$ cat config.mk
export PLATFORM = sky130hd
export DESIGN_NAME = cml_sqrt_stage
export DESIGN_NICKNAME = d
export VERILOG_FILES = /design/src/rtl/core/cml_pkg.sv /design/src/rtl/core/cml_sqrt_stage.sv
export SDC_FILE = /design/constraint.sdc
export NUM_CORES = 1
export LEC_CHECK = 0
export BUFFER_PORTS_ARGS = -buffer_cell sky130_fd_sc_hd__buf_2
export CAP_MARGIN = 0
export CORE_MARGIN = 5
export CORE_UTILIZATION = 29
export DETAILED_ROUTE_END_ITERATION = 7
export PLACE_DENSITY = 0.5
export SKIP_CTS_REPAIR_TIMING = 1
export SLEW_MARGIN = 20
export SYNTH_ARGS = -nofsm -noshare
export SYNTH_HDL_FRONTEND = slang
export SYNTH_SLANG_ARGS = --single-unit
$ cat constraint.sdc
create_clock -name clk_i -period 0.8 [get_ports clk_i]
set_input_delay 0.04 -clock clk_i [delete_from_list [all_inputs] [get_ports clk_i]]
set_output_delay 0.04 -clock clk_i [all_outputs]
set_load 0.05 [all_outputs]
$ cat src/rtl/core/cml_pkg.sv
// Shared constants and types for the complex magnitude limiter.
package cml_pkg;

  // Default sample width, signed Q1.(SAMPLE_WIDTH-1).
  localparam int SAMPLE_WIDTH_DEF = 16;

  // Gain register: unsigned Q8.8.
  localparam int GAIN_WIDTH = 16;
  localparam int GAIN_FRAC = 8;
  localparam logic [GAIN_WIDTH-1:0] GAIN_RESET = 16'd256;

  // Control bits that travel down the pipeline alongside each sample.
  typedef struct packed {
    logic valid;
    logic neg;
    logic clip;
  } cml_tag_t;

endpackage

$ cat src/rtl/core/cml_sqrt_stage.sv
// One registered step of the digit-by-digit integer square root.
module cml_sqrt_stage #(
  parameter int SAMPLE_WIDTH = cml_pkg::SAMPLE_WIDTH_DEF,
  parameter int K = 0
) (
  input  logic                        clk_i,
  input  logic                        rst_ni,
  input  logic                        en_i,
  input  cml_pkg::cml_tag_t           tag_i,
  input  logic [2*SAMPLE_WIDTH-1:0]   x_i,
  input  logic [SAMPLE_WIDTH+1:0]     rem_i,
  input  logic [SAMPLE_WIDTH-1:0]     root_i,
  input  logic [SAMPLE_WIDTH-1:0]     re_mag_i,
  output cml_pkg::cml_tag_t           tag_o,
  output logic [2*SAMPLE_WIDTH-1:0]   x_o,
  output logic [SAMPLE_WIDTH+1:0]     rem_o,
  output logic [SAMPLE_WIDTH-1:0]     root_o,
  output logic [SAMPLE_WIDTH-1:0]     re_mag_o
);

  localparam int W = SAMPLE_WIDTH;
  localparam int Hi = 2 * (W - 1 - K) + 1;

  logic [W+3:0] rem_sh;
  logic [W+3:0] trial;
  logic         ge;
  logic [W+3:0] rem_sub;
  logic [W+1:0] rem_d;
  logic [W-1:0] root_d;

  // Bring down the next pair of radicand bits and try 4*root+1.
  assign rem_sh  = {rem_i, x_i[Hi -: 2]};
  assign trial   = {2'b00, root_i, 2'b01};
  assign ge      = rem_sh >= trial;
  assign rem_sub = rem_sh - trial;
  assign rem_d   = ge ? rem_sub[W+1:0] : rem_sh[W+1:0];
  assign root_d  = {root_i[W-2:0], ge};

  always_ff @(posedge clk_i or negedge rst_ni) begin
    if (!rst_ni) begin
      tag_o <= '0;
    end else if (en_i) begin
      tag_o <= tag_i;
    end
  end

  always_ff @(posedge clk_i) begin
    if (en_i) begin
      x_o      <= x_i;
      rem_o    <= rem_d;
      root_o   <= root_d;
      re_mag_o <= re_mag_i;
    end
  end

endmodule

==> results.md <==
Critical path:
- For this run, the slowest stage of the critical path takes 0.29 ns.
- The signal arrival time at the worst endpoint is 1.69 ns.
- The worst register-to-register path has a setup slack of -0.10 ns.
- The maximum fanout encountered on the critical timing path is 11.
- On the critical path, the stage with the largest delay is an instance of sky130_fd_sc_hd__mux2_4.
- STA classifies the critical path endpoint as a flip-flop.
- Traced cell by cell, the critical path runs through buf_6, ha_4, o211ai_1, a21oi_4, nor2b_4, o21ai_2, o21ai_2, o211ai_4, buf_12, mux2_4.
- STA classifies the critical path startpoint as an input pin.
- The family of cells with the greatest summed delay on the critical path is compound AO/OA/AOI/OAI gates.
- Measured in cells, the most critical reg-to-reg path has a length of 2.
- The critical path contains buffers and inverters numbering 2 combined.
- The number of logic stages on the critical path including buffering is 10.
- For the worst setup path, the data required time is just under 0.9 ns.
- The most repeated library cell on the critical path is sky130_fd_sc_hd__o21ai_2.
- The critical path class is input pin to flip-flop.

Final layout:
- Counting the fill cells in the layout gives 1012.
- The growth of design area from synthesis to finish is 94.6%.
- The net count reported at finish is around 670.
- For this run, the share of the core covered by cells in the final layout is approximately 58%.
- The final design instance area without fill is about 0.0073 mm2.
- In the final layout, the share of cells above drive strength 1 is between 50 and 60%.
- The number of antenna diodes is 0.

Clocking:
- The CTS root buffer is sky130_fd_sc_hd__clkbuf_16.
- Clock latency on the worst-skew pair, taken at its later pin, is around 0.34 ns.
- Buffers inserted during clock tree synthesis total 9.
- TritonCTS built the clock tree.
- Clock-pin slew was measured on the worst setup and hold paths at ~0.06 ns.
- The buffer depth of the longest clock path is 2.
- The level count of the clock H-tree is 3.
- Counting every sink on the clock net gives 85.

Synthesis:
- The most common cell in the netlist is sky130_fd_sc_hd__edfxtp_1.
- The library cell occupying the most area in the post-synthesis netlist is sky130_fd_sc_hd__edfxtp_1.
- After synthesis, the most frequently instantiated cells are 82 x sky130_fd_sc_hd__edfxtp_1, 20 x sky130_fd_sc_hd__inv_1, 18 x sky130_fd_sc_hd__ha_1.
- After synthesis, flip-flops and latches occupy about 67% of the total area.
- Averaged over all synthesized cells, the footprint is approximately 15 um2.
- The synthesized netlist net count is around 360.
- Counting every instance in the synthesized netlist gives around 250.
- The post-synthesis sequential element count is 85.
- In the post-synthesis netlist, the biggest area contributors are sky130_fd_sc_hd__edfxtp_1 65%, sky130_fd_sc_hd__ha_1 6.0%, sky130_fd_sc_hd__mux2_2 4.8%, sky130_fd_sc_hd__xnor2_1 2.3%, sky130_fd_sc_hd__a21oi_1 2.0%.
- The number of distinct library cells after synthesis is 42.
- The number of warning messages in the yosys log is 0.
- In this run, synthesis inferred 82 flip-flops with an integrated enable.
- The netlist area before placement is approximately 0.0038 mm2.
- The share of flip-flops with an asynchronous set or reset after synthesis is approximately 3.5%.
- The most used flip-flop cell after synthesis is sky130_fd_sc_hd__edfxtp_1.
- The share of synthesized area in the top cell type comes to 65.3%.

Pwr:
- The share of power burned in combinational logic is ~34%.
- The largest vdd supply drop is around 0.85 mV.
- In this run the static leakage power is between 3 and 4 nW.
- The switching part of the total is a little under a third.
- The switching power is between 4 and 5 mW.
- The design draws roughly 15 mW.
- Internal power comes to a little over 10 mW.
- The clock network is responsible for around 28% of the overall power.
- Sequential cells account for between 30 and 40% of the total power.
- The power per unit of standard cell area is about 2000 mW/mm2.

STA:
- The actual slew at the worst max-slew pin is between 0.3 and 0.4 ns.
- The final critical-path required period is about 1.6 ns.
- The final worst slack is -0.803 ns.
- The number of slew-limit violations in the final report came to 0.
- The final-report setup violation count is approximately 110.
- The number of endpoints with negative hold slack in the final report is 1.
- The worst slew margin relative to its limit is roughly three quarters.
- The final critical-path share of the clock period is 200%.
- The achievable frequency is ~620 MHz.
- On the final layout, the worst clock skew is 0 ns.
- The final worst hold slack is -0.00893 ns.
- Setup repair after global routing could not meet its margin everywhere.

Run status:
- The run finished, with violations left.
- The final reports fail on hold timing, setup timing.

Global route:
- Summed over all layers, the global routing overflow is 0.
- Entering global routing, the biggest net connects 39 pins.
- The first global-routing pass estimated 15.2 mm of wire.
- The number of global-route vias before repair is roughly 3k.
- The all-layer global routing usage is 13.1%.
- The number of antenna violations at the first check in global routing is 0.

Floorplanning:
- The chip height is roughly 120 um.
- The total core area is 0.0127 mm2.
- The horizontal die dimension is approximately 120 um.
- For this configuration, the core starts out at a cell density of between 20% and 30%.
- For this design the top-level I/O count stands at between 150 and 200.
- Row generation in the floorplan step produced 41 rows.
- The total die area is approximately 0.015 mm2.

Detailed routing:
- Using the TritonRoute via totals, the vias-per-cell ratio works out to between 4 and 5.
- The DRC violation count after routing is 0.
- The routed design has 11.9 mm of wire.
- The first detailed-routing pass ran for 4 iterations.
- The routed layout has between 3k and 4k vias.
- The detail route stage leaves a number of antenna-violating nets equal to 0.
- The average wire per cell in the routed design is around 16 um.
- The initial detailed-routing violation count is 164.

Placed design:
- The final RePlAce weighted congestion is between 0.7 and 0.8.
- Timing analysis after detailed placement gives a worst setup slack of -1.26 ns.
- The wire-length estimate of the detail-placed layout is 8.18 mm.
- The number of buffers added on ports is 172.
- The placed instance area is ~0.0056 mm2.

Job:
- The tool flagged a number of max-cap violations equal to 0.

Worst hold path:
- The min-delay analysis places its worst path in the category input pin to flip-flop.
- The worst hold path depth is 2.
-- power groups by stage --
stage	Clock [mW]	Combinational (mW)	Sequential, mW
2_1_floorplan	0	1.16	7.14
3_3_place_gp	0	3.97	5.60
3_5_place_dp	0	3.99	5.60
4_1_cts	4.36	4.00	5.51
5_1_grt	4.56	5.22	5.67
6_report	4.21	4.95	5.63
-- state kept, by name (all words and copies together), names as in the netlist --
register  flops
re_mag_o     16
x_o          32
tag_o         3
root_o       16
rem_o        18
-- per-stage QoR --
step | instances | TNS, ns
floorplan | 251 | -18.15
global placement | 650 | -21.91
detailed placement | 650 | -22.16
CTS | 666 | -30.46
global route | 736 | -29.71
finish | 736 | -25.56
-- final timing paths --
path | from | endpoint
max | rem_i[1] | rem_o[10]
min | root_i[4] | root_o[5]
max reg2reg | tag_o[1] | tag_o[1]
min reg2reg | tag_o[2] | tag_o[2]
max in group asynchronous | rst_ni | tag_o[0]
min in group asynchronous | rst_ni | tag_o[2]
-- layer usage --
layer  wire [um]  vias to the layer above  GRT usage (%)  share of wire [%]
met5           0                        -              0                  0
met4         186                        0           5.61                1.6
met3        1170                       15           4.00                9.8
met2        5700                      127           21.7                 48
met1        4850                     1466           15.9                 41
li1            -                     1568              -                  -
-- area by class of cell --
class	count	area, um2	share of cell area [%]
Multi-Input combinational cell	142	1540	20.9
Clock buffer	11	243	3.31
Sequential cell	85	2540	34.6
Timing Repair Buffer	301	2640	36.0
Tap cell	172	215	2.93
Inverter	20	103	1.40
Clock inverter	5	58.8	0.802
-- layout by cell type (no fill, tap or decap), types with 4 or more instances in the layout --
master | netlist | routed
sky130_fd_sc_hd__ha_1 | 18 | 4
sky130_fd_sc_hd__mux2_4 | 0 | 7
sky130_fd_sc_hd__xor2_1 | 4 | 4
sky130_fd_sc_hd__xnor2_1 | 10 | 9
sky130_fd_sc_hd__dlygate4sd3_1 | 0 | 64
sky130_fd_sc_hd__nand3_1 | 5 | 4
sky130_fd_sc_hd__a21oi_1 | 15 | 10
sky130_fd_sc_hd__buf_4 | 0 | 60
sky130_fd_sc_hd__edfxtp_1 | 82 | 82
sky130_fd_sc_hd__mux2_2 | 16 | 11
sky130_fd_sc_hd__ha_4 | 0 | 11
sky130_fd_sc_hd__nor2_1 | 11 | 8
sky130_fd_sc_hd__clkbuf_16 | 0 | 9
sky130_fd_sc_hd__inv_1 | 20 | 11
sky130_fd_sc_hd__buf_6 | 1 | 97
sky130_fd_sc_hd__o21a_1 | 6 | 6
sky130_fd_sc_hd__buf_2 | 2 | 76
sky130_fd_sc_hd__a21oi_2 | 0 | 4
sky130_fd_sc_hd__nand2_1 | 12 | 9
-- cells by family (layout without fill, tap and decap cells) --
kind of cell	after synthesis	count (layout)	synth area share (%)
simple gates	46	46	5.94
fa+ha+maj	18	18	5.98
buf+inv	24	337	2.66
compound gates	43	43	8.67
flops	85	85	67.3
mux	21	21	6.18
xor+xnor	14	14	3.25
Note: power is estimated with default switching activity, not from simulation.
