## src/rtl/core/cml_pkg.sv

```systemverilog
// Shared constants and types for the complex magnitude limiter.
package cml_pkg;

  // Default sample width, signed Q1.(SAMPLE_WIDTH-1).
  localparam int SAMPLE_WIDTH_DEF = 16;

  // Gain register: unsigned Q8.8.
  localparam int GAIN_WIDTH = 16;
  localparam int GAIN_FRAC = 8;
  localparam logic [GAIN_WIDTH-1:0] GAIN_RESET = 16'd256;

  // Control bits that travel down the pipeline alongside each sample.
  typedef struct packed {
    logic valid;
    logic neg;
    logic clip;
  } cml_tag_t;

endpackage

```

## src/rtl/core/cml_out_if.sv

```systemverilog
// Output channel carrying one limited real sample per transaction.
interface cml_out_if #(
  parameter int SAMPLE_WIDTH = cml_pkg::SAMPLE_WIDTH_DEF
) ();

  logic                           valid;
  logic                           ready;
  logic signed [SAMPLE_WIDTH-1:0] out_re;

  modport source (output valid, output out_re, input ready);
  modport sink (input valid, input out_re, output ready);

endinterface

```

## src/rtl/core/cml_out_buf.sv

```systemverilog
// Output register with a skid slot that decouples the pipeline from the sink.
module cml_out_buf #(
  parameter int SAMPLE_WIDTH = cml_pkg::SAMPLE_WIDTH_DEF
) (
  input  logic                    clk_i,
  input  logic                    rst_ni,
  input  logic                    valid_i,
  input  logic [SAMPLE_WIDTH-1:0] data_i,
  output logic                    en_o,
  cml_out_if.source               result_o
);

  localparam int W = SAMPLE_WIDTH;

  logic [W-1:0] main_d, main_q;
  logic [W-1:0] skid_d, skid_q;
  logic         main_vld_d, main_vld_q;
  logic         skid_vld_d, skid_vld_q;
  logic         take;
  logic         push;

  // The pipeline only advances while the skid slot is free.
  assign en_o = !skid_vld_q;
  assign take = main_vld_q && result_o.ready;
  assign push = en_o && valid_i;

  always_comb begin
    main_d     = main_q;
    skid_d     = skid_q;
    main_vld_d = main_vld_q;
    skid_vld_d = skid_vld_q;
    if (!main_vld_q || take) begin
      if (skid_vld_q) begin
        main_d     = skid_q;
        main_vld_d = 1'b1;
        skid_vld_d = 1'b0;
      end else begin
        main_d     = data_i;
        main_vld_d = push;
      end
    end else if (push) begin
      skid_d     = data_i;
      skid_vld_d = 1'b1;
    end
  end

  always_ff @(posedge clk_i or negedge rst_ni) begin
    if (!rst_ni) begin
      main_vld_q <= 1'b0;
      skid_vld_q <= 1'b0;
    end else begin
      main_vld_q <= main_vld_d;
      skid_vld_q <= skid_vld_d;
    end
  end

  always_ff @(posedge clk_i) begin
    main_q <= main_d;
    skid_q <= skid_d;
  end

  assign result_o.valid  = main_vld_q;
  assign result_o.out_re = main_q;

endmodule

```

## src/flat_wrapper.sv

```systemverilog
// flat-port wrapper written by rule: the top's interface ports become plain ports
module cml_out_buf_flat 
#(
  parameter int SAMPLE_WIDTH = cml_pkg::SAMPLE_WIDTH_DEF
)
  (clk_i, rst_ni, valid_i, data_i, en_o, result_o_valid, result_o_out_re, result_o_ready);
  cml_out_if #(.SAMPLE_WIDTH(SAMPLE_WIDTH)) result_o_i ();
  input  logic clk_i;
  input  logic rst_ni;
  input  logic valid_i;
  input  logic [SAMPLE_WIDTH-1:0] data_i;
  output logic en_o;
  output wire logic [$bits(result_o_i.valid)-1:0] result_o_valid;
  output wire logic [$bits(result_o_i.out_re)-1:0] result_o_out_re;
  input wire logic [$bits(result_o_i.ready)-1:0] result_o_ready;
  assign result_o_valid = result_o_i.valid;
  assign result_o_out_re = result_o_i.out_re;
  assign result_o_i.ready = result_o_ready;
  cml_out_buf #(.SAMPLE_WIDTH(SAMPLE_WIDTH)) u_core (.clk_i(clk_i), .rst_ni(rst_ni), .valid_i(valid_i), .data_i(data_i), .en_o(en_o), .result_o(result_o_i));
endmodule
```

## config.mk

```make
export PLATFORM = sky130hd
export DESIGN_NAME = cml_out_buf_flat
export DESIGN_NICKNAME = d
export VERILOG_FILES = /design/src/rtl/core/cml_pkg.sv /design/src/rtl/core/cml_out_if.sv /design/src/rtl/core/cml_out_buf.sv /design/src/flat_wrapper.sv
export SDC_FILE = /design/constraint.sdc
export NUM_CORES = 1
export LEC_CHECK = 0
export BUFFER_PORTS_ARGS = -buffer_cell sky130_fd_sc_hd__buf_2
export CAP_MARGIN = 20
export CORE_ASPECT_RATIO = 2
export CORE_MARGIN = 10
export CORE_UTILIZATION = 44
export DETAILED_ROUTE_END_ITERATION = 8
export PLACE_DENSITY = 0.74
export SYNTH_ARGS = -nofsm -noshare
export SYNTH_HDL_FRONTEND = slang
export SYNTH_SLANG_ARGS = --single-unit
```

## constraint.sdc

```tcl
create_clock -name clk_i -period 2.5 [get_ports clk_i]
set_input_delay 0.125 -clock clk_i [delete_from_list [all_inputs] [get_ports clk_i]]
set_output_delay 0.125 -clock clk_i [all_outputs]
set_load 0.02 [all_outputs]
```

==> results of run 1 <==
-- power by group through the flow --
stage	clock (mW)	combinational, mW	sequential, mW
after floorplan	0	0.0621	0.728
final	0.373	0.146	0.682
after global placement	0	0.145	0.694
after global routing	0.411	0.158	0.686
after CTS	0.383	0.150	0.683
after detailed placement	0	0.148	0.696
-- cell type report --
cell class              instances  area, um^2
clock buffers                   6        72.6
clock inverters                 2        8.76
fillers                       224        1180
inverters                       1        3.75
multi-input cells              21         236
flip-flops and latches         34        1010
well taps                      29        36.3
repair buffers                 42         225
-- cell families after synthesis --
| family | synth area share |
|---|---|
| flip-flops | 0.791 |
| AND/OR/NAND/NOR | 0.0196 |
| multiplexers | 0.162 |
| buffers and inverters | 0.0274 |
-- cell usage after synthesis --
library cell	number
edfxtp_1	32
mux2_2	9
mux2_4	7
dfrtp_1	2
nor2_1	2
buf_12	1
buf_6	1
inv_1	1
nand2_1	1
nand2b_1	1
nor3b_1	1
-- routing by layer --
layer,share of wire,vias to the layer above
met5,0,-
met4,0.019,0
met3,0.11,5
met2,0.48,27
met1,0.40,292
li1,-,316
-- sequential cells by signal, indices dropped and copies added, names as in the netlist --
name,cells
u_core.result_o.valid,1
u_core.skid_vld_q,1
u_core.skid_q,16
u_core.result_o.out_re,16
-- through the flow --
step           hold slack (ns)  utilization  std cells  power [mW]
6_report                0.0309        0.575        135        1.20
5_1_grt                 0.0153        0.575        135        1.25
4_1_cts                 0.0274        0.575        135        1.22
3_5_place_dp           -0.0825        0.542        126       0.844
3_3_place_gp           -0.0848        0.542        126       0.839
2_1_floorplan           -0.171            -         58       0.790
-- worst register-to-register path: cells and delay by family, from the launching register on --
family	cells	cell delay (ns)
buffers and inverters	1	0.29
multiplexers	1	0.36
flip-flops	1	0.57
-- how the worst min path moves through the flow --
stage | start | to | slack, ns | depth (start not counted)
CTS | data_i[3] | u_core.skid_q[3] | 0.03 | 1
detailed placement | rst_ni | u_core.result_o.valid | -0.08 | 1
global placement | rst_ni | u_core.result_o.valid | -0.08 | 1
floorplan | rst_ni | u_core.result_o.valid | -0.17 | 0
global route | data_i[3] | u_core.skid_q[3] | 0.02 | 1
finish | data_i[3] | u_core.skid_q[3] | 0.03 | 1
-- timing repair --
item | CTS | global route
hold endpoints to repair | 2 | 0
hold buffers | 1 | 0
gates resized for setup | 0 | 0
==> out/summary.txt, run 1 <==
Clock Skews: 0.00520 ns
Largest net degree at the start of global routing: 19
# DRC: 0
Area contributors post-synth: edfxtp_1 (75%), mux2_4 (8.2%), mux2_2 (7.9%)
Worst slack at placement: 1.03 ns
Rel. slew slack: 0.742
Setup total negative slack: 0 ns
CP required: 2.38 ns
Reg2reg end: u_core.result_o.out_re[14]
Finished Cell Area: 1590 um^2
Die area: 5590 um^2
Crit path launch: u_core.skid_vld_q
Global-route wire length before repair: 3370 um
Vias: 640
Final GP Congestion: 0.704
Crit path max-delay family: flip-flops
Detailed Route WL: 2140 um
Combinational share of power: 0.121
Clock Tree Buf Depth: 2
Area of the mapped netlist: 1280 um^2
Worst path slowest cell: dfrtp_1
Max Clk Rate: 677 MHz
Final Max Slew Viols: 0
Sequential fraction of the synthesis area: 0.791
Worst-Skew Late Latency: 0.28 ns
H-tree depth: 2
Area Growth Syn to Fin: 24.8%
Clk sinks: 34
Status: finished clean
Crit path capture: en_o
RSZ-0062 raised after global routing: false
Yosys Warn Count: 0
R2R setup slack: 1.03 ns
Placeable Area: 2770 um^2
Met2 Track Usage GR: 0.120
Sequential share of power: 0.568
Vias/cell: 4.74
Worst vdd ir: 437 uV
M3 GR Usage: 0.0567
Cell Chain, Critical Path: buf_4 -> inv_1 -> buf_2
Worst path depth: 3
Setup CP Type: reg2out
# IOs: 38
Initial antenna violation count: 0
WP data arrival: 1.35 ns
DP Area: 1500 um^2
Top cell type by total area after synthesis: edfxtp_1
Worst path bufs/invs: 3
Vias in the first global route: 725
Switching part of the total: 0.229
Clock-pin slew on the worst setup and hold paths: 0.07 ns
Antenna-violating nets left: 0
IO Port Bufs: 37
Pleak: 0.642 nW
ANT cells: 0
Die X-Extent: 58.1 um
Row cnt: 27
Pre-Repair DR Iteration Count: 2
Min Tclk post-route: 1.48 ns
Num CTS Buffers: 5
Die Y: 96.2 um
HP Class: in2reg
Crit end category: primary output
Commonest cells after routing, fill and taps aside: buf_2 (37), edfxtp_1 (32), mux2_2 (9)
GRT Max-Usage Layer: met2
Post-CTS Setup Repair Bufs: 0
Met1 GRT Util: 0.0819
Final #Nets: 125
Max-cap violations: 0
Flop and latch count out of synthesis: 34
Register-to-Register Path Depth: 2
Clk pwr share: 0.311
Final setup vio count: 0
Switching power: 0.275 mW
Layout cells sized above 1: 0.604
RR Startpoint: u_core.skid_vld_q
Max FO, Critical Path: 11
Wire per inst: 15.9 um
Tightest Pin Transition: 0.387 ns
Crit start category: flip-flop
Final Hold Fails: 0
CTS root buf: clkbuf_8
Most common cell after layout, fill and taps aside: buf_2
Slowest cell delay on critical path: 0.57 ns
Remaining global-route overflow: 0
Distinct cells, synth: 11
Initial DRC Count: 4
Period utilization: 0.591
Min setup slack post-route: 1.02 ns
Area share of the largest cell type after synthesis: 0.752
Mean Syn Cell Area: 22.0 um^2
Cells after Synth: 58
P_int: 0.926 mW
Initial Utilization: 0.461
Total Routing Usage GR: 0.0802
Mapped Nets: 78
Post-DP HPWL: 1690 um
PwrDens: 754 nW/um^2
CTS tree: yes
Power figures use the tool's default switching activity.
==> inputs of run 2 (changes only) <==
--- a/config.mk
+++ b/config.mk
@@ -5,6 +5,7 @@
 export SDC_FILE = /design/constraint.sdc
 export NUM_CORES = 1
 export LEC_CHECK = 0
+export ABC_AREA = 1
 export BUFFER_PORTS_ARGS = -buffer_cell sky130_fd_sc_hd__buf_2
 export CAP_MARGIN = 20
 export CORE_ASPECT_RATIO = 2
==> constraint.sdc (replaced) <==
create_clock -name clk_i -period 1.3 [get_ports clk_i]
set_input_delay 0.065 -clock clk_i [delete_from_list [all_inputs] [get_ports clk_i]]
set_output_delay 0.065 -clock clk_i [all_outputs]
set_load 0.02 [all_outputs]
==> run 2 against run 1 <==
Sequential share of layout area is 6.9 points lower. Setup slack worse by 0.95 ns. Sequential power is 94% higher. Global-route usage is 2.9 points higher. Largest cell class unchanged.
==> out/summary.txt, run 2 <==
Status: finished clean
Most common cell after layout, fill and taps aside: nand2_1
Remaining global-route overflow: 0 (unchanged)
WP data arrival: 1.16 ns (-0.19 ns)
Row cnt: 27 (unchanged)
Yosys Warn Count: 0 (unchanged)
Die Y: 96.0 um (-0.23%)
Largest net degree at the start of global routing: 19 (unchanged)
Flop and latch count out of synthesis: 34 (unchanged)
RSZ-0062 raised after global routing: false
Worst vdd ir: 845 uV (+94%)
Num CTS Buffers: 5 (unchanged)
Vias/cell: 4.76 (+0.48%)
HP Class: in2reg
ANT cells: 0 (unchanged)
Rel. slew slack: 0.863 (+0.121)
Antenna-violating nets left: 0 (unchanged)
Post-DP HPWL: 1880 um (+12%)
Final Hold Fails: 0 (unchanged)
# IOs: 38 (unchanged)
Pre-Repair DR Iteration Count: 5 (+3)
Tightest Pin Transition: 0.205 ns (-0.182 ns)
Initial Utilization: 0.458 (-0.00271)
Area contributors post-synth: edfxtp_1 (76%), nand2_1 (14%), dfrtp_1 (3.9%)
H-tree depth: 2 (unchanged)
Pleak: 0.792 nW (+23%)
Final setup vio count: 0 (unchanged)
Distinct cells, synth: 10 (-1)
Final GP Congestion: 0.699 (-0.71%)
Commonest cells after routing, fill and taps aside: nand2_1 (47), buf_2 (37), edfxtp_1 (32)
Cells after DPL: 161 (+28%)
Setup total negative slack: 0 ns (unchanged)
GRT Max-Usage Layer: met2
# DRC: 0 (unchanged)
Clock Tree Buf Depth: 2 (unchanged)
Count leader, synth: nand2_1
Sequential share of power: 0.549 (-0.019)
Wire per inst: 14.7 um (-7.4%)
Final Max Slew Viols: 0 (unchanged)
P_int: 1.81 mW (+95%)
Combinational share of power: 0.148 (+0.027)
Vias: 886 (+38%)
Switching power: 0.596 mW (+120%)
Period utilization: 0.946
Die X-Extent: 58.0 um (-0.19%)
Layout cells sized above 1: 0.350 (-0.253)
Layout filler cell count: 215 (-4.0%)
Area of the mapped netlist: 1270 um^2 (-0.59%)
Worst path slowest cell: dfrtp_1
CTS tree: yes
Crit end category: primary output
Cells after Synth: 93 (+60%)
Crit path max-delay family: flip-flops
Met1 GRT Util: 0.108 (+0.0261)
Total power draw: 2.41 mW (+100%)
Clock Skews: 0.00299 ns (-0.00220 ns)
CP required: 1.24 ns (-1.14 ns)
Area Growth Syn to Fin: 41.1%
Final #Nets: 176 (+41%)
Met2 Track Usage GR: 0.180 (+0.0603)
Synth cell count leaders: nand2_1 (48), edfxtp_1 (32), nand2_2 (3), nor2_1 (3), dfrtp_1 (2)
Initial DRC Count: 13 (+9)
Setup CP Type: reg2out
Total Routing Usage GR: 0.109 (+0.0291)
Placeable Area: 2770 um^2 (unchanged)
Mean Syn Cell Area: 13.7 um^2 (-38%)
Vias in the first global route: 976 (+35%)
Detailed Route WL: 2730 um (+28%)
Max Clk Rate: 813 MHz
Clock-pin slew on the worst setup and hold paths: 0.06 ns (about the same)
EDFF count, synth: 32 (unchanged)
Slowest cell delay on critical path: 0.44 ns (-0.13 ns)
CTS root buf: clkbuf_8
Cell Chain, Critical Path: inv_8 -> buf_6 -> buf_2
IO Port Bufs: 37 (unchanged)
Top cell type by total area after synthesis: edfxtp_1
Sequential fraction of the synthesis area: 0.796 (+0.00468)
Main synth FF type: edfxtp_1
Max FO, Critical Path: 17 (+6)
Synth async-reset ratio: 0.0588 (unchanged)
Sequential Area: 1010 um^2 (+0.12%)
Clk sinks: 34 (unchanged)
Worst path bufs/invs: 3 (unchanged)
Crit start category: flip-flop
Max-cap violations: 0 (unchanged)
Initial antenna violation count: 0 (unchanged)
Global-route wire length before repair: 4630 um (+37%)
Die area: 5570 um^2 (-0.42%)
PwrDens: 1340 nW/um^2 (+78%)
Clk pwr share: 0.304 (-0.007)
Area of the multi-input gates: 225 um^2 (-4.8%)
Post-Layout Cell Count: 186 (+38%)
Min Tclk post-route: 1.23 ns
Worst-Skew Late Latency: 0.28 ns (about the same)
Switching part of the total: 0.248 (+0.0187)
Area share of the largest cell type after synthesis: 0.757 (+0.00445)
M3 GR Usage: 0.0449 (-0.0119)
Mapped Nets: 113 (+45%)
## run 2: cell count changes after synthesis
cell,delta
buf_12,-1
buf_4,+1
buf_8,+1
inv_8,+1
mux2_2,-9
mux2_4,-7
nand2_1,+47
nand2_2,+3
nand2b_1,-1
nor2_1,+1
nor3b_1,-1
## run 2: path summary, 6_finish.rpt
kind | slack (ns) | from | cells after the start | endpoint
worst min register to register | 0.52 | u_core.skid_q[0] | 2 | u_core.result_o.out_re[0]
worst max-delay path | 0.07 | u_core.skid_vld_q | 3 | en_o
worst max register to register | 0.12 | u_core.skid_vld_q | 4 | u_core.skid_q[11]
min in group asynchronous | 0.12 | rst_ni | 2 | u_core.result_o.valid
max in group asynchronous | 1.07 | rst_ni | 2 | u_core.result_o.valid
worst min-delay path | 0.02 | valid_i | 3 | u_core.result_o.valid
## run 2: through the flow
stage	utilization	hold slack (ns)	setup WS, ns	cell area [um^2]
6_report	0.647	0.0188	0.0701	1790
2_1_floorplan	-	-0.231	0.0174	1290
4_1_cts	0.645	0.0152	0.00997	1790
3_3_place_gp	0.555	-0.147	0.162	1540
3_5_place_dp	0.555	-0.145	0.140	1540
5_1_grt	0.647	0.0361	0.0155	1790
## run 2: final cells by class
| cell class | count | share of cell area |
|---|---|---|
| clock buffers | 6 | 0.0405 |
| clock inverters | 2 | 0.00489 |
| inverters | 2 | 0.00838 |
| multi-input cells | 54 | 0.126 |
| flip-flops and latches | 34 | 0.565 |
| well taps | 29 | 0.0203 |
| repair buffers | 59 | 0.235 |
## run 2: cells by family (layout without fill, tap and decap cells)
group | after synthesis | count (layout) | share of synthesized area
buf+inv | 5 | 69 | 0.0384
simple gates | 54 | 54 | 0.166
flops | 34 | 34 | 0.796
## run 2: worst reg2reg max path: cells and delay by family (launching register included)
| kind | cells | cell delay (ns) |
|---|---|---|
| simple gates | 2 | 0.23 |
| flops | 1 | 0.44 |
| buf+inv | 2 | 0.23 |
## run 2: metal layers
metal / wire (um) / vias to the layer above
met5: 0 / -
met4: 84 / 0
met1: 1010 / 411
met3: 212 / 8
met2: 1420 / 32
li1: - / 435
## run 2: what timing repair did
item                       in CTS  in global routing
resized for setup               0                  1
setup endpoints to repair       0                  1
hold endpoints to repair       18                  0
hold buffers                   17                  0
setup buffers                   0                  0
## run 2: power groups by stage
stage               clock network [mW]  logic (mW)  registers (mW)
floorplan                            0       0.113            1.41
finish                           0.730       0.356            1.32
detailed placement                   0       0.319            1.34
CTS                              0.745       0.359            1.32
global route                     0.790       0.392            1.33
global placement                     0       0.308            1.34
