## config.mk

```make
export PLATFORM = sky130hd
export DESIGN_NAME = cml_div_stage
export DESIGN_NICKNAME = d
export VERILOG_FILES = /design/src/rtl/core/cml_pkg.sv /design/src/rtl/core/cml_div_stage.sv
export SDC_FILE = /design/constraint.sdc
export NUM_CORES = 1
export LEC_CHECK = 0
export ABC_AREA = 1
export BUFFER_PORTS_ARGS = -buffer_cell sky130_fd_sc_hd__buf_2
export CORE_UTILIZATION = 49
export DETAILED_ROUTE_END_ITERATION = 10
export GPL_ROUTABILITY_DRIVEN = 0
export PLACE_DENSITY = 0.78
export SLEW_MARGIN = 10
export SYNTH_ARGS = -nofsm -noshare
export SYNTH_HDL_FRONTEND = slang
export SYNTH_SLANG_ARGS = --single-unit
export TNS_END_PERCENT = 10
```

## constraint.sdc

```tcl
create_clock -name clk_i -period 0.9 [get_ports clk_i]
set_clock_uncertainty 0.05 [all_clocks]
set_input_delay 0.045 -clock clk_i [delete_from_list [all_inputs] [get_ports clk_i]]
set_output_delay 0.045 -clock clk_i [all_outputs]
set_load 0.05 [all_outputs]
```

## src/rtl/core/cml_pkg.sv

```systemverilog
// Shared constants and types for the complex magnitude limiter.
package cml_pkg;

  // Default sample width, signed Q1.(SAMPLE_WIDTH-1).
  localparam int SAMPLE_WIDTH_DEF = 16;

  // Gain register: unsigned Q8.8.
  localparam int GAIN_WIDTH = 16;
  localparam int GAIN_FRAC = 8;
  localparam logic [GAIN_WIDTH-1:0] GAIN_RESET = 16'd256;

  // Control bits that travel down the pipeline alongside each sample.
  typedef struct packed {
    logic valid;
    logic neg;
    logic clip;
  } cml_tag_t;

endpackage

```

## src/rtl/core/cml_div_stage.sv

```systemverilog
// One registered step of the restoring divider, producing quotient bit K.
module cml_div_stage #(
  parameter int SAMPLE_WIDTH = cml_pkg::SAMPLE_WIDTH_DEF,
  parameter int K = 0
) (
  input  logic                    clk_i,
  input  logic                    rst_ni,
  input  logic                    en_i,
  input  cml_pkg::cml_tag_t       tag_i,
  input  logic [SAMPLE_WIDTH-1:0] rem_i,
  input  logic [SAMPLE_WIDTH-1:0] q_i,
  input  logic [SAMPLE_WIDTH-1:0] mag_i,
  input  logic [SAMPLE_WIDTH-1:0] gres_i,
  input  logic                    shift_in_i,
  output cml_pkg::cml_tag_t       tag_o,
  output logic [SAMPLE_WIDTH-1:0] rem_o,
  output logic [SAMPLE_WIDTH-1:0] q_o,
  output logic [SAMPLE_WIDTH-1:0] mag_o,
  output logic [SAMPLE_WIDTH-1:0] gres_o
);

  localparam int W = SAMPLE_WIDTH;

  logic [W:0]   r2;
  logic [W:0]   diff;
  logic         ge;
  logic [W-1:0] rem_d;
  logic [W-1:0] q_d;

  assign r2    = {rem_i, shift_in_i};
  assign ge    = r2 >= {1'b0, mag_i};
  assign diff  = r2 - {1'b0, mag_i};
  assign rem_d = ge ? diff[W-1:0] : r2[W-1:0];

  always_comb begin
    q_d    = q_i;
    q_d[K] = ge;
  end

  always_ff @(posedge clk_i or negedge rst_ni) begin
    if (!rst_ni) begin
      tag_o <= '0;
    end else if (en_i) begin
      tag_o <= tag_i;
    end
  end

  always_ff @(posedge clk_i) begin
    if (en_i) begin
      rem_o  <= rem_d;
      q_o    <= q_d;
      mag_o  <= mag_i;
      gres_o <= gres_i;
    end
  end

endmodule

```

==> results of run 1 <==
[cells by family after synthesis]
| logic type | count (synthesis) | share of synthesized area, % |
|---|---|---|
| and+or+nand+nor | 173 | 23.3 |
| buffers and inverters | 67 | 7.78 |
| DFF | 67 | 58.3 |
| adders and majority gates | 17 | 6.43 |
| AOI/OAI and AO/OA | 11 | 1.68 |
| xor gates and xnor gates | 6 | 1.53 |
| muxes | 3 | 0.986 |
[through the flow]
| stage | TNS (ns) | instances | hold slack (ns) |
|---|---|---|---|
| CTS | -14.37 | 697 | 0.00219 |
| detailed placement | -13.61 | 611 | -0.206 |
| global placement | -13.02 | 611 | -0.212 |
| floorplan | -9.87 | 344 | -0.301 |
[metal layers]
layer | global-route usage, % | GRT overflow
met1 | 85.8 | 1
met2 | 117 | 276
met3 | 71.3 | 1
met4 | 109 | 114
met5 | 21.7 | 0
[repair_timing]
action	CTS
hold endpoints to repair	61
hold buffers	60
cloned	2
setup buffers	8
pin swaps	5
setup endpoints to repair	84
resized for setup	161
==> flow_metrics.tcl, run 1 <==
set metrics [dict create \
    most_instantiated_flip_flop_cell_in_the_synthesis_netlist "edfxtp_1" \
    pre_cts_worst_setup_slack_ns -0.874 \
    endpoint_type "register input" \
    synth_top_cell_area_share_pct 56.1 \
    yosysTopAreaCell "edfxtp_1" \
    yosysWarningCount 0 \
    floorplan.die.width_um 85.6 \
    grt_repair_worst_endpoint "rem_o[13]$_DFFE_PP_/D" \
    ys_ff_latch 67 \
    ys_async_sr_fraction_pct 4.48 \
    placement_rows 30 \
    ios 138 \
    die_h_um 85.6 \
    yosys-top-cells-area "edfxtp_1, nand2_1, inv_1" \
    dpl-instance-area_um2 4790 \
    numPortBuffers 136 \
    synth-seq-area-share_pct 58.3 \
    tool.error "[ERROR GRT-0232] Routing congestion too high. Check the congestion heatmap in the GUI." \
    start_util_pct 50.7 \
    cts.path.max_buffers 2 \
    overflow_left_after_global_routing 392 \
    post_synth_edffs 64 \
    yosys.cell_count.top_type "nand2_1" \
    synth_fp_nets 432 \
    clock_tree.htree_level_count 3 \
    cts_num_sinks 67 \
    flow.stopped_at "global routing" \
    synthTopCellsByCount "nand2_1, edfxtp_1, inv_1" \
    place.detailed.hpwl_um 6550 \
    syn-mean-instance-area_um2 9.96 \
    postSynthCellCount 344 \
    total_routing_usage_reported_by_global_routing_pct 93.1 \
    ctsRootBufferMaster "clkbuf_8" \
    netlist-cell-type-count 28 \
    pin_count_of_the_biggest_net_entering_global_routing 22 \
    area_of_the_mapped_netlist_um2 3430 \
    result_of_the_run "did not finish" \
    cts_buffers 9 \
]
==> run 2: changes to the inputs <==
- CORE_UTILIZATION: 49 -> 40
- PLACE_DENSITY: 0.78 -> default
- PLACE_DENSITY_LB_ADDON: default -> 0.15
==> run 2 against run 1 <==
  * Synthesized cell count unchanged
  * The flow now finishes, with violations (negative setup slack)
  * Synthesized area is the same
==> flow_metrics.tcl, run 2 <==
set metrics [dict create \
    routed_via_density 4.61 \
    setup_violations 84 \
    postRouteWirelength_um 10300 \
    power.ir.vdd_worst_mv 0.846 \
    area_of_the_mapped_netlist_um2 3430 \
    setup.worst_path.class "in -> reg" \
    floorplan.core_area_um2 8260 \
    number_of_cells_after_detailed_placement 634 \
    crit_chain "buf_4 -> ha_4 -> nand2_2 -> inv_2 -> nand2_4 -> nor2_4 -> nand2_2 -> nor2_4 -> nor2_4 -> buf_6 -> clkbuf_16 -> nand3_2 -> nand2_1" \
    antennaDiodeCount 0 \
    cp_data_arrival_time_ns 1.46 \
    ys_async_sr_fraction_pct 4.48 \
    rsz0062_at_grt "yes" \
    synth_fp_nets 432 \
    power.leakage_nw 2.98 \
    timing.hold.worst_path_depth 3 \
    r2r_cells 1 \
    timing.final.max_slew_violations 0 \
    critPathLaunch "rem_i[3]" \
    ios 138 \
    fmax_ghz 0.711 \
    route.antenna.remaining_nets 0 \
    most_used_cells_in_the_layout_excluding_fill_and_tap_cells "nand2_1, buf_6, edfxtp_1, buf_2" \
    pin_count_of_the_biggest_net_entering_global_routing 45 \
    maxCapViolations 0 \
    total_routing_usage_reported_by_global_routing_pct 22.2 \
    overflow_left_after_global_routing 0 \
    netlist-cell-type-count 28 \
    setup.worst_path.start_class "input pin" \
    timing.rr.start "tag_o[2]$_DFFE_PN0P_" \
    placement_rows 33 \
    area.growth.synth_to_final_pct 84.6 \
    most_instantiated_flip_flop_cell_in_the_synthesis_netlist "edfxtp_1" \
    first_global_vias 3178 \
    critical_path.top_delay_family "simple AND/OR/NAND/NOR gates" \
    ctsRootBufferMaster "clkbuf_8" \
    regToRegEndpoint "tag_o[2]$_DFFE_PN0P_" \
    post-route-worst-setup-slack_ns -0.506 \
    yosysWarningCount 0 \
    first_drt_pass_iteration_count 4 \
    detailroute.via_count 3304 \
    crit_required_ns 0.95 \
    hold_path.startpoint "rem_i[9]" \
    min_period_over_period_pct 156 \
    postSynthCellCount 344 \
    crit_path_frequent_cell "nor2_4" \
    cts_tree "built" \
    cts_num_sinks 67 \
    reg2reg_slack_ns 0.09 \
    syn-mean-instance-area_um2 9.96 \
    hp-class "in -> reg" \
    drcViolationCount 0 \
    finalHoldViolations 0 \
    clock_insertion_delay_worst_skew_ns 0.34 \
    power_density_nw_per_um2 1560 \
    period_needed_ns 1.41 \
    post_synth_edffs 64 \
    critical_path.slowest_cell "ha_4" \
    grt_antenna_before_repair 0 \
    cp_num_buf_inv 4 \
    drive_gt1_share_pct 49.6 \
    clk_transition_reported_paths_ns 0.07 \
    drtIter0Drc 111 \
    violations "negative setup slack" \
    place.detailed.hpwl_um 6280 \
    grt_pass1_wl_um 15000 \
    die_footprint_um2 8940 \
    finish.cell_count_without_fillers 716 \
    ys_ff_latch 67 \
    mostFrequentLayoutCell "nand2_1" \
    floorplan.die.width_um 94.6 \
    die_h_um 94.6 \
    cp_slowest_stage_delay_ns 0.29 \
    setup_total_negative_slack_ns -13.94 \
    synth-seq-area-share_pct 58.3 \
    timing.critical_path.to_type "flip-flop" \
    clock_tree.htree_level_count 3 \
    layout.nets 694 \
    start_util_pct 41.5 \
    yosysTopAreaCell "edfxtp_1" \
    crit_path_max_fanout 7 \
    synth_top_cell_area_share_pct 56.1 \
    cts.path.max_buffers 2 \
    result_of_the_run "complete, but fails checks" \
    yosys-top-cells-area "edfxtp_1, nand2_1, inv_1" \
    numPortBuffers 136 \
    max_slew_margin_vs_limit_pct 81.2 \
    worst_pin_slew_ns 0.282 \
    cts_buffers 9 \
    yosys.cell_count.top_type "nand2_1" \
    hold_end "rem_o[10]$_DFFE_PP_" \
    wire_per_inst_um 14.3 \
    synthTopCellsByCount "nand2_1, edfxtp_1, inv_1" \
]
[run 2: kinds of logic (layout without fill, tap and decap cells)]
family          after synthesis  count (layout)  synth area share (%)
compound gates               11              11                  1.68
xor+xnor                      6               6                  1.53
fa+ha+maj                    17              17                  6.43
buf+inv                      67             331                  7.78
flops                        67              67                  58.3
mux                           3               3                 0.986
simple gates                173             176                  23.3
[run 2: report_power, final]
part	leakage, nW	internal, mW	total, mW	switching [mW]
sequential	0.661	3.78	3.93	0.148
combinational	2.24	1.58	3.70	2.12
clock	0.0851	1.06	2.21	1.14
[run 2: tightest hold or removal path, delay by kind of cell]
family	cells	cell delay, ns
buf+inv	1	0.12
simple gates	2	0.12
[run 2: metal layers]
metal / vias to the layer above / wire length [um] / global-route usage (%)
met2: 129 / 5030 / 38.9
li1: 1652 / - / -
met4: 0 / 182 / 6.19
met3: 15 / 743 / 5.15
met1: 1508 / 4310 / 27.4
met5: - / 0 / 0
[run 2: per-stage QoR]
step	hold slack, ns	area (um^2)	setup slack [ns]	util (%)	power (mW)
global route	-0.00243	6320	-0.553	76.6	10.3
detailed placement	-0.207	4820	-0.860	58.4	6.82
floorplan	-0.301	3620	-0.595	-	5.86
global placement	-0.211	4820	-0.837	58.4	6.78
finish	0.00807	6320	-0.506	76.6	9.84
CTS	0.00210	6010	-0.403	72.8	9.70
[run 2: area by class of cell]
type / count / area [um^2]
clock inverter: 5 / 30.0
clock buffer: 11 / 141
fill: 530 / 1930
tap: 105 / 131
multi-input combinational: 213 / 1540
timing repair buffer: 252 / 2230
inverter: 63 / 251
sequential: 67 / 2000
[run 2: worst max-delay path by stage]
stage | endpoint | slack (ns) | cells after the start
after floorplan | rem_o[13]$_DFFE_PP_ | -0.59 | 14
after global placement | rem_o[0]$_DFFE_PP_ | -0.84 | 10
after detailed placement | rem_o[12]$_DFFE_PP_ | -0.86 | 9
after CTS | rem_o[9]$_DFFE_PP_ | -0.40 | 10
after global routing | rem_o[13]$_DFFE_PP_ | -0.55 | 13
final | rem_o[13]$_DFFE_PP_ | -0.51 | 13
[run 2: timing repair]
action	in CTS	in global routing
endpoints found under the setup margin	84	84
gates resized for setup	148	47
hold endpoints to repair	56	0
gates cloned	0	5
buffers inserted	0	7
hold buffers	55	0
pin swaps	0	30
(Power assumes the default switching activity.)
==> run 3: changes to the inputs <==
- HOLD_SLACK_MARGIN: default -> 0.02
==> run 3 against run 2 <==
  * The flow still finishes with violations (negative setup slack)
  * Clock power hardly changed
  * Critical path depth is 2 lower
  * Die area is the same
  * Via count is 0.82% higher
  * Power increased by 0.17%
  * First-iteration DRC count up 4.5%
  * Clock-buffer cell count did not move
  * Utilization is 0.24 points higher
  * Fmax down 0.35%
  * Routed wire length grew 0.31%
  * Register-to-register slack is essentially flat
==> flow_metrics.tcl, run 3 (synthesis results as in run 2) <==
set metrics [dict create \
    cts_num_sinks 67 \
    crit_chain "buf_2 -> inv_1 -> ha_4 -> nand2_1 -> inv_2 -> nand2_2 -> nor3_4 -> nand2_8 -> clkbuf_16 -> nand3_2 -> nand2_1" \
    ctsRootBufferMaster "clkbuf_8" \
    wire_per_inst_um 14.3 \
    place.detailed.hpwl_um 6280 \
    multi_input_comb_area_um2 1540 \
    critPathLaunch "mag_i[9]" \
    route.antenna.remaining_nets 0 \
    final-seq-area_um2 2000 \
    cp_slowest_stage_delay_ns 0.29 \
    cts_buffers 9 \
    max_slew_margin_vs_limit_pct 80.2 \
    area.growth.synth_to_final_pct 85.1 \
    cts.path.max_buffers 2 \
    placement_rows 33 \
    first_global_vias 3181 \
    dpl-instance-area_um2 4820 \
    cp_data_arrival_time_ns 1.46 \
    design_area_um2 6340 \
    nFillCells 524 \
    cts_tree "built" \
    setup_violations 84 \
    drive_gt1_share_pct 49.4 \
    routed_via_density 4.64 \
    total_routing_usage_reported_by_global_routing_pct 22.2 \
    setup.worst_path.start_class "input pin" \
    floorplan.die.width_um 94.6 \
    drcViolationCount 0 \
    timing.critical_path.to_type "flip-flop" \
    worst_pin_slew_ns 0.296 \
    crit_required_ns 0.95 \
    result_of_the_run "complete, but fails checks" \
    power_density_nw_per_um2 1550 \
    fmax_ghz 0.709 \
    violations "negative setup slack" \
    layout.nets 696 \
    pin_count_of_the_biggest_net_entering_global_routing 45 \
    most_used_cells_in_the_layout_excluding_fill_and_tap_cells "nand2_1, buf_6, edfxtp_1, buf_2, dlygate4sd3_1" \
    power.ir.vdd_worst_mv 0.849 \
    overflow_left_after_global_routing 0 \
    finish.cell_count_without_fillers 718 \
    hold_path.startpoint "shift_in_i" \
    critical_path.slowest_cell "ha_4" \
    mostFrequentLayoutCell "nand2_1" \
    number_of_cells_after_detailed_placement 634 \
    drtIter0Drc 116 \
    post-route-worst-setup-slack_ns -0.511 \
    min_period_over_period_pct 157 \
    timing.final.max_slew_violations 0 \
    clock_tree.htree_level_count 3 \
    antennaDiodeCount 0 \
    detailroute.via_count 3331 \
    finalPower_mw 9.85 \
    numPortBuffers 136 \
    grt_pass1_wl_um 15000 \
    hp-class "in -> reg" \
    cp_num_buf_inv 4 \
    timing.rr.start "tag_o[2]$_DFFE_PN0P_" \
    rsz0062_at_grt "yes" \
    clk_transition_reported_paths_ns 0.07 \
    setup.worst_path.class "in -> reg" \
    power.leakage_nw 2.99 \
    floorplan.core_area_um2 8260 \
    fin_worst_hold_slack_ns 0.0252 \
    start_util_pct 41.5 \
    first_drt_pass_iteration_count 5 \
    postRouteWirelength_um 10300 \
    critical_path.top_delay_family "simple AND/OR/NAND/NOR gates" \
    crit_path_max_fanout 7 \
    clock_insertion_delay_worst_skew_ns 0.34 \
    fin_util_pct 76.8 \
    die_footprint_um2 8940 \
    die_h_um 94.6 \
    ios 138 \
    finalHoldViolations 0 \
    maxCapViolations 0 \
    crit_path_frequent_cell "nand2_1" \
    grt_antenna_before_repair 0 \
    period_needed_ns 1.41 \
]
## run 3: cell types whose count changed in the layout (fill, tap and decap cells not counted)
| cell | previous run | this run |
|---|---|---|
| dlygate4sd3_1 | 55 | 57 |
## run 3: final cells by class
| type | count | area share [%] |
|---|---|---|
| clock inverters | 5 | 0.473 |
| repair buffers | 254 | 35.5 |
| clock buffers | 11 | 2.23 |
| flip-flops and latches | 67 | 31.5 |
| well taps | 105 | 2.07 |
| multi-input cells | 213 | 24.3 |
| inverters | 63 | 3.96 |
## run 3: path summary, 6_finish.rpt
path                                         to  slack, ns  cells past startpoint
max reg2reg                tag_o[2]$_DFFE_PN0P_       0.09                      1
max in group asynchronous  tag_o[0]$_DFFE_PN0P_       0.13                      3
min in group asynchronous  tag_o[1]$_DFFE_PN0P_       0.53                      3
max                         rem_o[13]$_DFFE_PP_      -0.51                     11
min                          rem_o[0]$_DFFE_PP_       0.03                      3
min reg2reg                tag_o[0]$_DFFE_PN0P_       0.48                      1
## run 3: routing by layer
metal / GRT usage [%] / share of wire (%) / vias to the layer above / wire length (um)
met5: 0 / 0 / - / 0
met4: 6.19 / 1.8 / 0 / 186
met3: 5.15 / 7.1 / 14 / 732
met2: 38.9 / 49 / 133 / 5050
met1: 27.4 / 42 / 1529 / 4330
li1: - / - / 1655 / -
## run 3: repair_timing
action,in CTS,in global routing
pin swaps,0,30
buffers inserted,0,7
setup endpoints to repair,84,84
hold buffers,57,0
gates cloned,0,5
endpoints found under the hold margin,58,0
resized for setup,148,47
## run 3: power by group
| group | switching [mW] | leakage (nW) | internal, mW | total, mW |
|---|---|---|---|---|
| clock | 1.15 | 0.0851 | 1.06 | 2.21 |
| combinational | 2.13 | 2.25 | 1.59 | 3.71 |
| sequential | 0.148 | 0.661 | 3.78 | 3.93 |
## run 3: metrics by stage
stage | worst slack, ns | TNS, ns
finish | -0.511 | -14.08
global route | -0.553 | -17.42
CTS | -0.403 | -13.22
detailed placement | -0.860 | -13.93
global placement | -0.837 | -13.67
floorplan | -0.595 | -9.87
